[src/hdl/tlvfe_pkg.sv]
`default_nettype none
// ----------------------------------------------------------------------------
// tlvfe_pkg
// Shared types and constants for the ASCII TLV tag search block.
// ----------------------------------------------------------------------------
package tlvfe_pkg;

   localparam int BYTE_W   = 8;
   localparam int TAG_W    = 24;
   localparam int VLEN_W   = 10;
   localparam int STATUS_W = 2;

   // result status codes
   localparam logic [STATUS_W-1:0] STATUS_VALUE     = 2'd0;
   localparam logic [STATUS_W-1:0] STATUS_EMPTY     = 2'd1;
   localparam logic [STATUS_W-1:0] STATUS_NOT_FOUND = 2'd2;

   typedef struct packed {
      logic [BYTE_W-1:0]   out_byte;
      logic [VLEN_W-1:0]   value_length;
      logic [STATUS_W-1:0] status;
      logic                last;
   } result_type;

endpackage
`default_nettype wire

[src/hdl/tlvfe_parse.sv]
`default_nettype none
// ----------------------------------------------------------------------------
// tlvfe_parse
// Input word register and the per-byte TLV walk: total length, tag compare,
// element length, skip or emit. Produces at most one result per word.
// ----------------------------------------------------------------------------
module tlvfe_parse (
   input  wire logic                          clock,
   input  wire logic                          reset,
   input  wire logic                          in_valid,
   output      logic                          in_ready,
   input  wire logic [tlvfe_pkg::BYTE_W-1:0]  data_byte,
   input  wire logic                          buffer_start,
   input  wire logic [tlvfe_pkg::TAG_W-1:0]   wanted_tag,
   input  wire logic                          out_free,
   output      logic                          res_load,
   output      tlvfe_pkg::result_type         res
);

   localparam logic [2:0] PH_IDLE  = 3'd0;
   localparam logic [2:0] PH_TOTAL = 3'd1;
   localparam logic [2:0] PH_TAG   = 3'd2;
   localparam logic [2:0] PH_LEN   = 3'd3;
   localparam logic [2:0] PH_SKIP  = 3'd4;
   localparam logic [2:0] PH_EMIT  = 3'd5;
   localparam logic [2:0] PH_DONE  = 3'd6;

   // input word register
   logic                         word_valid_ff, word_valid_in;
   logic [tlvfe_pkg::BYTE_W-1:0] word_byte_ff;
   logic                         word_start_ff;

   // walk state
   logic [2:0]  phase_ff, phase_in;
   logic [1:0]  digit_index_ff, digit_index_in;
   logic [13:0] total_length_ff, total_length_in;
   logic [13:0] walk_offset_ff, walk_offset_in;
   logic [9:0]  element_length_ff, element_length_in;
   logic [9:0]  bytes_left_ff, bytes_left_in;
   logic        tag_equal_ff, tag_equal_in;
   logic        digits_stopped_ff, digits_stopped_in;

   logic advance;

   // state seen by this word after a possible restart
   logic [2:0]  eff_phase;
   logic [1:0]  eff_index;
   logic [13:0] eff_total;
   logic [13:0] eff_walk;
   logic        eff_stopped;

   logic        is_digit;
   logic [3:0]  digit;
   logic [13:0] total_next;
   logic [9:0]  elen_next;
   logic [9:0]  bytes_dec;
   logic [7:0]  want;
   logic        do_boundary;
   logic [13:0] bnd_walk;
   logic [13:0] bnd_total;

   function automatic logic [13:0] times10_14(input logic [13:0] v);
      return {v[10:0], 3'b000} + {v[12:0], 1'b0};
   endfunction

   function automatic logic [9:0] times10_10(input logic [9:0] v);
      return {v[6:0], 3'b000} + {v[8:0], 1'b0};
   endfunction

   assign advance  = word_valid_ff && out_free;
   assign in_ready = !word_valid_ff || advance;

   always_comb begin
      word_valid_in = word_valid_ff;
      if (in_valid && in_ready) begin
         word_valid_in = 1'b1;
      end else if (advance) begin
         word_valid_in = 1'b0;
      end
   end

   always_ff @(posedge clock) begin
      if (reset) begin
         word_valid_ff <= 1'b0;
      end else begin
         word_valid_ff <= word_valid_in;
      end
      if (in_valid && in_ready) begin
         word_byte_ff  <= data_byte;
         word_start_ff <= buffer_start;
      end
   end

   always_comb begin
      eff_phase   = phase_ff;
      eff_index   = digit_index_ff;
      eff_total   = total_length_ff;
      eff_walk    = walk_offset_ff;
      eff_stopped = digits_stopped_ff;
      if (word_start_ff) begin
         eff_phase   = PH_TOTAL;
         eff_index   = 2'd0;
         eff_total   = 14'd0;
         eff_walk    = 14'd0;
         eff_stopped = 1'b0;
      end

      is_digit = (word_byte_ff >= 8'h30) && (word_byte_ff <= 8'h39);
      digit    = word_byte_ff[3:0];

      total_next = eff_total;
      if (!eff_stopped && is_digit) begin
         total_next = times10_14(eff_total) + 14'(digit);
      end
      elen_next = element_length_ff;
      if (!eff_stopped && is_digit) begin
         elen_next = times10_10(element_length_ff) + 10'(digit);
      end
      bytes_dec = bytes_left_ff - 10'd1;

      case (eff_index)
         2'd0:    want = wanted_tag[23:16];
         2'd1:    want = wanted_tag[15:8];
         2'd2:    want = wanted_tag[7:0];
         default: want = 8'h00;
      endcase

      phase_in          = eff_phase;
      digit_index_in    = eff_index;
      total_length_in   = eff_total;
      walk_offset_in    = eff_walk;
      element_length_in = element_length_ff;
      bytes_left_in     = bytes_left_ff;
      tag_equal_in      = tag_equal_ff;
      digits_stopped_in = eff_stopped;
      do_boundary       = 1'b0;
      bnd_walk          = eff_walk;
      bnd_total         = eff_total;
      res_load          = 1'b0;
      res               = '0;

      unique case (eff_phase)
         PH_TOTAL: begin
            total_length_in   = total_next;
            digits_stopped_in = eff_stopped || !is_digit;
            if (eff_index == 2'd3) begin
               do_boundary = 1'b1;
               bnd_total   = total_next;
            end else begin
               digit_index_in = eff_index + 2'd1;
            end
         end
         PH_TAG: begin
            if (want != word_byte_ff) begin
               tag_equal_in = 1'b0;
            end
            if (eff_index >= 2'd2) begin
               phase_in          = PH_LEN;
               digit_index_in    = 2'd0;
               element_length_in = 10'd0;
               digits_stopped_in = 1'b0;
            end else begin
               digit_index_in = eff_index + 2'd1;
            end
         end
         PH_LEN: begin
            element_length_in = elen_next;
            digits_stopped_in = eff_stopped || !is_digit;
            if (eff_index < 2'd2) begin
               digit_index_in = eff_index + 2'd1;
            end else begin
               digit_index_in = 2'd0;
               if (tag_equal_ff) begin
                  if (elen_next == 10'd0) begin
                     phase_in         = PH_DONE;
                     res_load         = 1'b1;
                     res.status       = tlvfe_pkg::STATUS_EMPTY;
                     res.last         = 1'b1;
                  end else begin
                     phase_in      = PH_EMIT;
                     bytes_left_in = elen_next;
                  end
               end else begin
                  // element header is six characters
                  walk_offset_in = eff_walk + 14'(elen_next) + 14'd6;
                  if (elen_next == 10'd0) begin
                     do_boundary = 1'b1;
                     bnd_walk    = eff_walk + 14'd6;
                  end else begin
                     phase_in      = PH_SKIP;
                     bytes_left_in = elen_next;
                  end
               end
            end
         end
         PH_SKIP: begin
            bytes_left_in = bytes_dec;
            if (bytes_dec == 10'd0) begin
               do_boundary = 1'b1;
            end
         end
         PH_EMIT: begin
            bytes_left_in    = bytes_dec;
            res_load         = 1'b1;
            res.out_byte     = word_byte_ff;
            res.value_length = element_length_ff;
            res.status       = tlvfe_pkg::STATUS_VALUE;
            if (bytes_dec == 10'd0) begin
               phase_in = PH_DONE;
               res.last = 1'b1;
            end
         end
         default: begin
         end
      endcase

      // element boundary: end of buffer or start of the next tag
      if (do_boundary) begin
         if (bnd_walk >= bnd_total) begin
            phase_in   = PH_DONE;
            res_load   = 1'b1;
            res.status = tlvfe_pkg::STATUS_NOT_FOUND;
            res.last   = 1'b1;
         end else begin
            phase_in       = PH_TAG;
            digit_index_in = 2'd0;
            tag_equal_in   = 1'b1;
         end
      end

      if (!advance) begin
         res_load = 1'b0;
      end
   end

   always_ff @(posedge clock) begin
      if (reset) begin
         phase_ff          <= PH_IDLE;
         digit_index_ff    <= 2'd0;
         total_length_ff   <= 14'd0;
         walk_offset_ff    <= 14'd0;
         element_length_ff <= 10'd0;
         bytes_left_ff     <= 10'd0;
         tag_equal_ff      <= 1'b0;
         digits_stopped_ff <= 1'b0;
      end else if (advance) begin
         phase_ff          <= phase_in;
         digit_index_ff    <= digit_index_in;
         total_length_ff   <= total_length_in;
         walk_offset_ff    <= walk_offset_in;
         element_length_ff <= element_length_in;
         bytes_left_ff     <= bytes_left_in;
         tag_equal_ff      <= tag_equal_in;
         digits_stopped_ff <= digits_stopped_in;
      end
   end

   a_final_marked: assert property (@(posedge clock) disable iff (reset)
      (res_load && res.status != tlvfe_pkg::STATUS_VALUE) |-> res.last)
      else $error("empty or not-found result without last");

   a_emit_count: assert property (@(posedge clock) disable iff (reset)
      (phase_ff == PH_EMIT) |-> (bytes_left_ff != 10'd0))
      else $error("emit phase with no bytes left");

   a_last_done: assert property (@(posedge clock) disable iff (reset)
      (res_load && res.last) |=> (phase_ff == PH_DONE))
      else $error("walk not done after final result");

   a_len_index: assert property (@(posedge clock) disable iff (reset)
      (phase_ff == PH_LEN || phase_ff == PH_TAG) |-> (digit_index_ff != 2'd3))
      else $error("digit index out of range in tag or length field");

endmodule
`default_nettype wire

[src/hdl/tlvfe_out.sv]
`default_nettype none
// ----------------------------------------------------------------------------
// tlvfe_out
// Result register: holds one result word until the consumer takes it.
// ----------------------------------------------------------------------------
module tlvfe_out (
   input  wire logic                  clock,
   input  wire logic                  reset,
   input  wire logic                  res_load,
   input  wire tlvfe_pkg::result_type res,
   output      logic                  out_free,
   output      logic                  rsp_valid,
   input  wire logic                  rsp_ready,
   output      tlvfe_pkg::result_type rsp
);

   logic                  valid_ff, valid_in;
   tlvfe_pkg::result_type data_ff;

   assign out_free  = !valid_ff || rsp_ready;
   assign rsp_valid = valid_ff;
   assign rsp       = data_ff;

   always_comb begin
      valid_in = valid_ff;
      if (res_load) begin
         valid_in = 1'b1;
      end else if (rsp_ready) begin
         valid_in = 1'b0;
      end
   end

   always_ff @(posedge clock) begin
      if (reset) begin
         valid_ff <= 1'b0;
      end else begin
         valid_ff <= valid_in;
      end
      if (res_load) begin
         data_ff <= res;
      end
   end

   a_no_overwrite: assert property (@(posedge clock) disable iff (reset)
      (valid_ff && !rsp_ready) |-> !res_load)
      else $error("result word overwritten while waiting");

endmodule
`default_nettype wire

[src/hdl/tlv_field_extract.sv]
`default_nettype none
// ----------------------------------------------------------------------------
// tlv_field_extract
// Searches an ASCII TLV buffer, one byte per word, for the configured tag and
// returns the matched value bytes, a found-empty word or a not-found word.
// ----------------------------------------------------------------------------
// path: an accepted byte goes to the input word register, and any result word
//   for it is then loaded into the result register, where it can be taken
// throughput: one byte per cycle; a result word waiting on rsp_ready holds
//   the walk and the input word register
// reset: walk returns to idle, waiting for a buffer start; wanted_tag clears
//   to zero; both word registers empty
module tlv_field_extract (
   input  wire logic                            clock,
   input  wire logic                            reset,
   input  wire logic                            req_valid,
   output      logic                            req_ready,
   input  wire logic [tlvfe_pkg::BYTE_W-1:0]    req_data_byte,
   input  wire logic                            req_buffer_start,
   output      logic                            rsp_valid,
   input  wire logic                            rsp_ready,
   output      logic [tlvfe_pkg::BYTE_W-1:0]    rsp_out_byte,
   output      logic [tlvfe_pkg::VLEN_W-1:0]    rsp_value_length,
   output      logic [tlvfe_pkg::STATUS_W-1:0]  rsp_status,
   output      logic                            rsp_last,
   input  wire logic                            csr_wr_en,
   input  wire logic [tlvfe_pkg::TAG_W-1:0]     csr_wr_data
);

   logic [tlvfe_pkg::TAG_W-1:0] wanted_tag_ff;
   logic                        out_free;
   logic                        res_load;
   tlvfe_pkg::result_type       res;
   tlvfe_pkg::result_type       rsp;

   always_ff @(posedge clock) begin
      if (reset) begin
         wanted_tag_ff <= '0;
      end else if (csr_wr_en) begin
         wanted_tag_ff <= csr_wr_data;
      end
   end

   tlvfe_parse u_parse (
      .clock        (clock),
      .reset        (reset),
      .in_valid     (req_valid),
      .in_ready     (req_ready),
      .data_byte    (req_data_byte),
      .buffer_start (req_buffer_start),
      .wanted_tag   (wanted_tag_ff),
      .out_free     (out_free),
      .res_load     (res_load),
      .res          (res)
   );

   tlvfe_out u_out (
      .clock     (clock),
      .reset     (reset),
      .res_load  (res_load),
      .res       (res),
      .out_free  (out_free),
      .rsp_valid (rsp_valid),
      .rsp_ready (rsp_ready),
      .rsp       (rsp)
   );

   assign rsp_out_byte     = rsp.out_byte;
   assign rsp_value_length = rsp.value_length;
   assign rsp_status       = rsp.status;
   assign rsp_last         = rsp.last;

endmodule
`default_nettype wire

[config.mk]
export PLATFORM = sky130hd
export DESIGN_NAME = tlv_field_extract
export DESIGN_NICKNAME = d
export VERILOG_FILES = /design/src/hdl/tlvfe_pkg.sv /design/src/hdl/tlvfe_parse.sv /design/src/hdl/tlvfe_out.sv /design/src/hdl/tlv_field_extract.sv
export SDC_FILE = /design/constraint.sdc
export NUM_CORES = 1
export LEC_CHECK = 0
export ABC_AREA = 1
export BUFFER_PORTS_ARGS = -buffer_cell sky130_fd_sc_hd__buf_4
export CORE_UTILIZATION = 35
export CTS_BUF_LIST = sky130_fd_sc_hd__clkbuf_16
export DETAILED_ROUTE_END_ITERATION = 8
export PLACE_DENSITY_LB_ADDON = 0.15
export SLEW_MARGIN = 20
export SYNTH_ARGS = -nofsm -noshare
export SYNTH_HDL_FRONTEND = slang
export SYNTH_SLANG_ARGS = --single-unit
[constraint.sdc]
create_clock -name clock -period 7 [get_ports clock]
set_clock_uncertainty 0.15 [all_clocks]
set_input_delay 0.7 -clock clock [delete_from_list [all_inputs] [get_ports clock]]
set_output_delay 0.7 -clock clock [all_outputs]
set_load 0.1 [all_outputs]
==> impl_metrics.json, run 1 <==
{
  "use_met3_pct": 2.31,
  "antenna_cells": 0,
  "crit_top_cell": "nand2_1",
  "ys_ff_latch": 111,
  "busiest_layer": "met2",
  "syn_area_mm2": 0.00803,
  "die_area_mm2": 0.0236,
  "slowest_stage": "edfxtp_1",
  "crit_chain": "inv_2 -> buf_4 -> nand2_1 -> inv_1 -> ha_1 -> ha_1 -> nand3_1 -> nand2_1 -> a21oi_1 -> o21ai_0 -> a31oi_1 -> or2_2 -> nand3_1 -> a21oi_1 -> a21oi_1 -> ha_1 -> a21o_1 -> a221oi_1 -> nand3_1 -> nand2_1 -> nand2_1 -> nand2_1 -> inv_1 -> buf_4",
  "final_hold_viol_count": 0,
  "start_kind": "flip-flop",
  "antenna_found_initial": 0,
  "rsz0062_at_grt": "false",
  "finalMaxSlewViolations": 0,
  "ir_drop_v": 0.000100,
  "drv_cap": 0,
  "fmax_mhz": 188,
  "dr.pass1.iters": 5,
  "vias": 7391,
  "drt-total-wl_mm": 21.6,
  "syn_inst": 1157,
  "gp_congestion": 0.853,
  "fp-row-count": 55,
  "syn_area_per_cell_um2": 6.94,
  "wl_per_cell_um": 14.6,
  "yosysSeqAreaShare_pct": 31.4,
  "critPathKind": "reg2reg",
  "r2r_slack_ns": 1.68,
  "worstHoldPathType": "reg2reg",
  "yosysUniqueCellTypes": 45,
  "cp.buffers_inverters": 5,
  "clk_latency_ns": 0.36,
  "tightest_slew_ns": 0.826,
  "port-buffer-count": 60,
  "grt_max_degree": 44,
  "drt-vias-per-instance": 4.97,
  "clock_path_buffers": 2,
  "crit_arrival_ns": 5.27,
  "drcViolationCount": 0,
  "cts.sinks": 111,
  "finalCritPeriodShare_pct": 76.0,
  "start_util_pct": 35.6,
  "cts_setup_buffers": 0,
  "chipHeight_um": 154,
  "grt.total_usage_pct": 18.9,
  "layout-drive-gt1-share_pct": 9.66,
  "tns_ns": 0,
  "relSlewSlack_pct": 44.6,
  "yosysWarnings": 0,
  "p_per_area_mw_per_mm2": 163,
  "use_met2_pct": 30.1,
  "grt_use_met1_pct": 27.2,
  "h-tree-depth": 3,
  "required_ns": 6.95,
  "area_delta_synth_final_pct": 12.7,
  "slowest_delay_ns": 0.67,
  "cp_max_fo": 21,
  "globalRouteOverflowTotal": 0,
  "cts_buffers": 9,
  "clkTransAtPathRegs_ns": 0.09,
  "io_pins": 61,
  "dp_hpwl_mm": 16.2,
  "status": "finished, final reports clean",
  "drt_iter0_drc": 524,
  "fin_crit_ns": 5.32,
  "grt_pass1_vias": 6994,
  "cts_tree": "yes",
  "endpoint_kind": "flip-flop",
  "nets": 1312,
  "grt_pass1_wl_mm": 35.9,
  "ant_nets": 0,
  "cts_resized": 0,
  "finalSetupViolations": 0,
  "root_buffer": "clkbuf_16",
  "syn-num-nets": 1273,
  "die_x_um": 154,
  "core_mm2": 0.0226,
  "ctsHoldBuffers": 0,
  "cp_top_family": "compound AO/OA/AOI/OAI gates",
  "fin_util_pct": 40.1,
  "p_leak_nw": 4.25
}
==> final cells by class <==
class / count / area, um^2
clock buffer: 9 / 225
clock inverter: 7 / 103
fill: 2408 / 13500
inverter: 164 / 616
multi-input combinational: 844 / 4740
sequential: 111 / 2520
tap: 285 / 357
timing repair buffer: 66 / 495
==> report_power, final <==
part	internal, mW	total (mW)	leakage, nW	switching (mW)
clock network	0.272	0.587	0.161	0.315
registers	0.680	0.699	0.924	0.0188
logic	0.0690	0.193	3.17	0.124
total	1.02	1.48	4.25	0.458
==> per-stage QoR <==
| stage | cells | hold slack (ns) | worst slack, ns | power (mW) | instance area [um^2] |
|---|---|---|---|---|---|
| floorplan | 1157 | 0.279 | 1.96 | 0.844 | 8030 |
| global placement | 1470 | 0.298 | 1.83 | 0.908 | 8730 |
| detailed placement | 1470 | 0.300 | 1.70 | 0.908 | 8730 |
| CTS | 1486 | 0.313 | 1.66 | 1.49 | 9050 |
| global route | 1486 | 0.330 | 1.22 | 1.55 | 9050 |
| finish | 1486 | 0.313 | 1.68 | 1.48 | 9050 |
==> sequential cells by signal (all words and copies together), names as in the netlist <==
signal                     cells
u_parse.digits_stopped_ff      1
u_parse.tag_equal_ff           1
u_parse.phase_ff               3
u_parse.digit_index_ff         2
u_out.rsp_valid                1
u_parse.word_start_ff          1
u_parse.word_valid_ff          1
u_parse.element_length_ff     10
u_parse.word_byte_ff           8
u_parse.walk_offset_ff        14
u_parse.bytes_left_ff         10
u_out.rsp                     21
u_parse.total_length_ff       14
wanted_tag_ff                 24
==> logic make-up (layout without fill, tap and decap cells) <==
kind of cell / after synthesis / count (layout) / synth area share, %
adder cells (fa/ha/maj): 78 / 78 / 12.6
XOR/XNOR: 34 / 34 / 3.71
AO/OA/AOI/OAI: 240 / 240 / 16.4
flip-flops: 111 / 111 / 31.4
buffers and inverters: 202 / 246 / 9.66
AND/OR/NAND/NOR: 492 / 492 / 26.2
==> final timing paths <==
path | start | endpoint | cells past startpoint
worst max-delay path | u_parse.word_start_ff | u_out.rsp[5] | 24
worst min-delay path | wanted_tag_ff[15] | wanted_tag_ff[15] | 2
worst max register to register | u_parse.word_start_ff | u_out.rsp[5] | 24
worst min register to register | wanted_tag_ff[15] | wanted_tag_ff[15] | 2
==> worst register-to-register path: cells and delay by family (launching register included) <==
| kind | cells | cell delay [ns] |
|---|---|---|
| compound gates | 7 | 1.29 |
| fa+ha+maj | 3 | 0.89 |
| buf+inv | 5 | 0.90 |
| flops | 1 | 0.67 |
| simple gates | 9 | 1.16 |
==> layout by cell type, fill, tap and decap left out, types with 6 or more instances in the layout <==
master       n
a21oi_1    107
nand3_2      6
nor3_1      12
edfxtp_1    30
buf_4       66
ha_1        73
dfxtp_1     81
xnor2_1      7
inv_1      156
o211ai_1     7
nand2_1    261
xor2_1      27
clkbuf_16    9
nor2_1     124
nand3_1     52
o21ai_0     92
nand4_1     15
==> synthesized netlist by cell type (all sizes together) <==
library cell / n / share of area (%)
o22ai: 3 / 0.23
a21oi: 107 / 6.7
a211oi: 6 / 0.75
dfxtp: 81 / 20
o221ai: 3 / 0.33
a221oi: 4 / 0.44
nand2: 266 / 13
o2111ai: 1 / 0.11
buf: 7 / 0.55
clkinv: 3 / 0.14
a22oi: 1 / 0.093
xor2: 27 / 2.9
a31oi: 5 / 0.39
ha: 73 / 11
o21ai: 95 / 6.0
xnor2: 7 / 0.76
nor3: 15 / 1.2
nor4: 4 / 0.31
nand4: 15 / 1.2
o21bai: 3 / 0.28
o211ai: 7 / 0.65
nand3: 59 / 4.2
or2: 2 / 0.16
inv: 161 / 7.5
a21o: 3 / 0.28
fa: 5 / 1.2
nor2: 131 / 6.5
clkbuf: 31 / 1.4
o21a: 2 / 0.19
edfxtp: 30 / 11
==> layer usage <==
layer | part of all wire, % | up-vias
li1 | - | 3884
met1 | 52 | 3382
met2 | 44 | 113
met3 | 2.8 | 12
met4 | 0.73 | 0
met5 | 0 | -
Note: power is estimated with default switching activity, not from simulation.
==> run 2: changes to the inputs <==
==> constraint.sdc (replaced) <==
create_clock -name clock -period 4.6 [get_ports clock]
set_clock_uncertainty 0.15 [all_clocks]
set_input_delay 0.46 -clock clock [delete_from_list [all_inputs] [get_ports clock]]
set_output_delay 0.46 -clock clock [all_outputs]
set_load 0.1 [all_outputs]
==> run 2 against run 1 <==
  * Critical path depth increased by 3
  * Maximum frequency is 17% higher
  * Via count is 3.5% higher
  * Cell area grew 7.7%
  * Final cell count increased by 4.0%
  * Setup slack got worse by 1.6 ns
  * Clock power increased by 47%
  * Critical endpoint is now u_out.rsp[15]
  * Count of clock-buffer cells in the layout did not move
  * Register-to-register slack got worse by 1.6 ns
  * Hold slack lost 0.20 ns
  * Die area is the same
==> impl_metrics.json, run 2 (synthesis results as in run 1) <==
{
  "status": "finished, final reports clean",
  "dpl_cell_area_mm2": 0.00918,
  "fin_crit_ns": 4.56,
  "final_common_cell": "nand2_1",
  "crit_arrival_ns": 4.54,
  "grt_pass1_vias": 7305,
  "fp-row-count": 55,
  "p_per_area_mw_per_mm2": 233,
  "final_hold_viol_count": 0,
  "core_mm2": 0.0226,
  "root_buffer": "clkbuf_16",
  "largest_reg_flops": 24,
  "gp_congestion": 0.839,
  "antenna_cells": 0,
  "ctsHoldBuffers": 0,
  "p_switching_uw": 693,
  "p_int_mw": 1.57,
  "die_area_mm2": 0.0236,
  "cts_tree": "yes",
  "drv_cap": 0,
  "fin_area_mm2": 0.00975,
  "cp_max_fo": 21,
  "final_cell_mix": "nand2_1, inv_1, nor2_1",
  "p_leak_nw": 4.59,
  "finalCritPeriodShare_pct": 99.1,
  "fmax_mhz": 219,
  "clk_latency_ns": 0.38,
  "relSlewSlack_pct": 52.7,
  "io_pins": 61,
  "endpoint_kind": "flip-flop",
  "clkTransAtPathRegs_ns": 0.10,
  "drcViolationCount": 0,
  "wl_per_cell_um": 14.7,
  "regMostFlops": "wanted_tag_ff",
  "hold_ws_ns": 0.111,
  "port-buffer-count": 60,
  "tightest_slew_ns": 0.706,
  "globalRouteOverflowTotal": 0,
  "combPwrFrac_pct": 15.6,
  "drt_iter0_drc": 378,
  "grt_pass1_wl_mm": 37.7,
  "finalMaxSlewViolations": 0,
  "h-tree-depth": 3,
  "worstHoldPathType": "in2reg",
  "rsz0062_at_grt": "true",
  "ir_drop_v": 0.000161,
  "p_seq_share_pct": 46.5,
  "power_switching_share_pct": 30.6,
  "clockPowerShare_pct": 37.9,
  "grt_max_degree": 36,
  "nets": 1371,
  "ant_nets": 0,
  "cts_buffers": 9,
  "start_kind": "flip-flop",
  "critPathKind": "reg2reg",
  "required_ns": 4.58,
  "grt.total_usage_pct": 19.9,
  "layout-drive-gt1-share_pct": 17.5,
  "vias": 7648,
  "start_util_pct": 35.6,
  "drt-total-wl_mm": 22.8,
  "antenna_found_initial": 0,
  "fin_util_pct": 43.2,
  "drt-vias-per-instance": 4.95,
  "dp_hpwl_mm": 17.2,
  "dr.pass1.iters": 4,
  "die_x_um": 154,
  "clock_path_buffers": 2,
  "chipHeight_um": 154,
  "area_delta_synth_final_pct": 21.3,
  "finalSetupViolations": 0,
  "cts.sinks": 111
}
## run 2: cell count changes in the layout (fill, tap and decap cells not counted), sizes merged
cell,delta
clkinvlp,+1
inv,-3
clkinv,+2
buf,+59
## run 2: metal layers
layer	track usage, %	routed length (um)	vias to the layer above	share of wire (%)
met5	0	0	-	0
met4	4.52	245	0	1.1
met3	2.42	676	19	3.0
met2	32.6	10400	129	46
met1	27.7	11400	3499	50
li1	-	-	4001	-
## run 2: what timing repair did
item,CTS,global route
resized for setup,15,42
hold endpoints to repair,0,0
buffers inserted,3,7
pin swaps,7,8
endpoints found under the setup margin,21,28
## run 2: path summary, 6_finish.rpt
path / cells after the start / to / from / slack, ns
setup reg to reg: 27 / u_out.rsp[15] / u_parse.word_byte_ff[3] / 0.04
setup / recovery: 27 / u_out.rsp[15] / u_parse.word_byte_ff[3] / 0.04
hold reg to reg: 2 / wanted_tag_ff[15] / wanted_tag_ff[15] / 0.32
hold / removal: 1 / u_parse.word_start_ff / req_buffer_start / 0.11
## run 2: through the flow
| stage | setup TNS, ns | cells | setup WS [ns] | total power, mW |
|---|---|---|---|---|
| after floorplan | -1.04 | 1157 | -0.0496 | 1.29 |
| after global placement | -0.130 | 1521 | -0.00678 | 1.41 |
| after detailed placement | -1.84 | 1521 | -0.0882 | 1.42 |
| after CTS | -0.127 | 1540 | -0.00871 | 2.28 |
| after global routing | -5.22 | 1545 | -0.238 | 2.37 |
| final | 0 | 1545 | 0.0407 | 2.27 |
## run 2: worst max-delay path: stages (launching register included)
cell,delay (ns)
edfxtp_1,0.43
fa_1,0.54
inv_2,0.05
fa_2,0.40
inv_2,0.08
nand2_2,0.07
nand3_2,0.06
nand3_2,0.08
nand2_2,0.10
nand3_4,0.11
nor2_4,0.12
nand3_4,0.10
nor2_4,0.15
nand4_1,0.11
nor2_1,0.17
nand3_1,0.08
nand2_1,0.07
inv_1,0.04
ha_1,0.29
nand2_2,0.11
nor2_4,0.05
a221oi_2,0.26
nand3_2,0.14
nand2_2,0.10
nand2_2,0.07
nand2_4,0.09
clkinvlp_4,0.12
buf_12,0.17
## run 2: power groups by stage
stage,clock network (mW),logic [mW],registers (mW)
floorplan,0,0.215,1.07
global placement,0,0.336,1.08
detailed placement,0,0.338,1.08
CTS,0.884,0.342,1.06
global route,0.918,0.397,1.06
finish,0.860,0.353,1.06
## run 2: final cells by class
cell class	count	area, um^2
well taps	285	357
clock inverters	7	93.8
repair buffers	125	995
clock buffers	9	225
fillers	2394	12800
multi-input cells	844	4930
inverters	164	622
flip-flops and latches	111	2520
==> run 3: changes to the inputs <==
--- a/config.mk
+++ b/config.mk
@@ -5,7 +5,6 @@
 export SDC_FILE = /design/constraint.sdc
 export NUM_CORES = 1
 export LEC_CHECK = 0
-export ABC_AREA = 1
 export BUFFER_PORTS_ARGS = -buffer_cell sky130_fd_sc_hd__buf_4
 export CORE_UTILIZATION = 35
 export CTS_BUF_LIST = sky130_fd_sc_hd__clkbuf_16
==> run 3 against run 2 <==
  * The run now ends with negative setup slack left
  * Via count fell by 9.6%
  * Synthesized cell count is 24% lower
  * Core utilization grew 1.7 points
  * Register-to-register slack got worse by 0.70 ns
  * Critical path depth is 4 lower
  * Die area shrank 3.7%
  * Synthesized area down 3.8%
  * Power shrank 9.3%
  * Sequential power about the same
  * Critical endpoint is now u_out.rsp_valid
  * Largest cell class unchanged
  * Highest routed layer unchanged
==> impl_metrics.json, run 3 <==
{
  "cts.sinks": 111,
  "fin_crit_ns": 5.25,
  "synth_top_cell_by_area": "dfxtp_1",
  "finalSetupViolations": 28,
  "relSlewSlack_pct": 35.0,
  "fin_area_mm2": 0.00977,
  "cp_top_family": "compound AO/OA/AOI/OAI gates",
  "yosysWarnings": 0,
  "p_per_area_mw_per_mm2": 210,
  "h-tree-depth": 3,
  "endpoint_kind": "flip-flop",
  "slowest_delay_ns": 0.52,
  "yosysSeqAreaShare_pct": 32.6,
  "io_pins": 61,
  "synthArstFlopShare_pct": 0,
  "yosysMostFrequentCell": "nor2_1",
  "clkTransAtPathRegs_ns": 0.08,
  "globalRouteOverflowTotal": 0,
  "clock_path_buffers": 2,
  "critPathKind": "reg2reg",
  "tns_ns": -16.25,
  "chipHeight_um": 151,
  "dp_hpwl_mm": 16.6,
  "tightest_slew_ns": 0.970,
  "fmax_mhz": 190,
  "vias": 6913,
  "ys_ff_latch": 111,
  "regMostFlops": "wanted_tag_ff",
  "cts_buffers": 9,
  "yosysUniqueCellTypes": 83,
  "area_delta_synth_final_pct": 26.4,
  "p_total_mw": 2.06,
  "worstHoldPathType": "in2reg",
  "start_util_pct": 35.5,
  "root_buffer": "clkbuf_16",
  "nets": 1149,
  "fin_ws_ns": -0.655,
  "finalMaxSlewViolations": 0,
  "rsz0062_at_grt": "true",
  "required_ns": 4.66,
  "drt-total-wl_mm": 22.6,
  "dr.pass1.iters": 7,
  "largest_reg_flops": 24,
  "port-buffer-count": 60,
  "ir_drop_v": 0.000184,
  "ctsHoldBuffers": 0,
  "yosys.area.top_type_share_pct": 21.0,
  "slowest_stage": "fa_1",
  "syn_area_mm2": 0.00773,
  "syn_inst": 880,
  "finalCritPeriodShare_pct": 114,
  "final_cell_mix": "buf_4, nor2_1, dfxtp_1",
  "dpl_cell_area_mm2": 0.00926,
  "grt_pass1_wl_mm": 36.1,
  "gp_congestion": 0.865,
  "fp-row-count": 54,
  "clk_latency_ns": 0.36,
  "drv_cap": 0,
  "dp_slack_ns": -0.927,
  "antenna_cells": 0,
  "synth_commonest_cells": "nor2_1, dfxtp_1, ha_1",
  "grt.total_usage_pct": 20.6,
  "drt_iter0_drc": 454,
  "layout-drive-gt1-share_pct": 25.1,
  "core_mm2": 0.0218,
  "final_common_cell": "buf_4",
  "synth_area_leaders": "dfxtp_1, ha_1, edfxtp_1",
  "antenna_found_initial": 0,
  "crit_chain": "fa_1 -> inv_1 -> fa_1 -> nor4b_4 -> nand2_1 -> a211o_1 -> a221oi_2 -> nand3_1 -> or2_4 -> buf_6 -> nor2_4 -> xor2_1 -> ha_1 -> a21o_1 -> a21oi_2 -> o21ai_2 -> a221oi_4 -> nor2_4 -> o31ai_4 -> buf_6 -> buf_4 -> buf_4 -> o22ai_1",
  "wl_per_cell_um": 17.2,
  "crit_arrival_ns": 5.32,
  "fillCellCount": 2140,
  "final_hold_viol_count": 0,
  "start_kind": "flip-flop",
  "grt_max_degree": 78,
  "syn-num-nets": 996,
  "die_x_um": 151,
  "syn_area_per_cell_um2": 8.78,
  "status": "complete, but fails checks",
  "ant_nets": 0,
  "synth_top_flop_cell": "dfxtp_1",
  "die_area_mm2": 0.0227,
  "synth-edff-count": 30,
  "grt_pass1_vias": 6688,
  "cp_max_fo": 7,
  "drt-vias-per-instance": 5.25,
  "drcViolationCount": 0,
  "cts_tree": "yes",
  "p_leak_nw": 4.35,
  "cp.buffers_inverters": 5,
  "violations": "negative setup slack"
}
==> run 3: final timing paths <==
kind	start	slack, ns	endpoint	cells after the start
min reg2reg	u_parse.digits_stopped_ff	0.31	u_parse.digits_stopped_ff	2
min	req_data_byte[5]	0.13	u_parse.word_byte_ff[5]	1
max	u_parse.word_byte_ff[3]	-0.65	u_out.rsp_valid	23
max reg2reg	u_parse.word_byte_ff[3]	-0.65	u_out.rsp_valid	23
==> run 3: power breakdown <==
part           total, mW  internal, mW  switching, mW
Clock              0.797         0.383          0.414
Combinational      0.223        0.0989          0.124
Sequential          1.04          1.02         0.0159
Total               2.06          1.50          0.554
==> run 3: cells by family after synthesis <==
group | after synthesis | synth area share, %
simple gates | 338 | 22.5
flops | 111 | 32.6
mux | 44 | 5.76
xor+xnor | 41 | 4.65
buf+inv | 75 | 4.03
compound gates | 193 | 17.3
fa+ha+maj | 78 | 13.1
==> run 3: routing by layer <==
metal,up-vias,share of wire (%),GRT usage [%]
li1,3515,-,-
met1,3230,48,28.7
met2,153,47,34.1
met3,15,4.3,2.48
met4,0,0.94,4.25
met5,-,0,0
==> run 3: final cells by class <==
type / instances / area, um^2 / share of cell area, %
multi-input cells: 696 / 5110 / 52.3
flip-flops and latches: 111 / 2520 / 25.8
repair buffers: 183 / 1380 / 14.1
well taps: 280 / 350 / 3.59
clock buffers: 9 / 225 / 2.30
inverters: 32 / 120 / 1.23
clock inverters: 7 / 62.6 / 0.640
==> run 3: repair_timing <==
action | in CTS | in global routing
cloned | 1 | 1
resized for setup | 12 | 19
pin swaps | 11 | 11
setup buffers | 5 | 9
setup endpoints to repair | 29 | 29
==> run 3: per-stage QoR <==
stage | std cells | utilization [%] | hold WS [ns]
final | 1318 | 44.9 | 0.127
after floorplan | 880 | - | 0.277
after CTS | 1309 | 44.3 | 0.115
after global placement | 1287 | 42.5 | 0.288
after global routing | 1318 | 44.9 | 0.107
after detailed placement | 1287 | 42.5 | 0.301
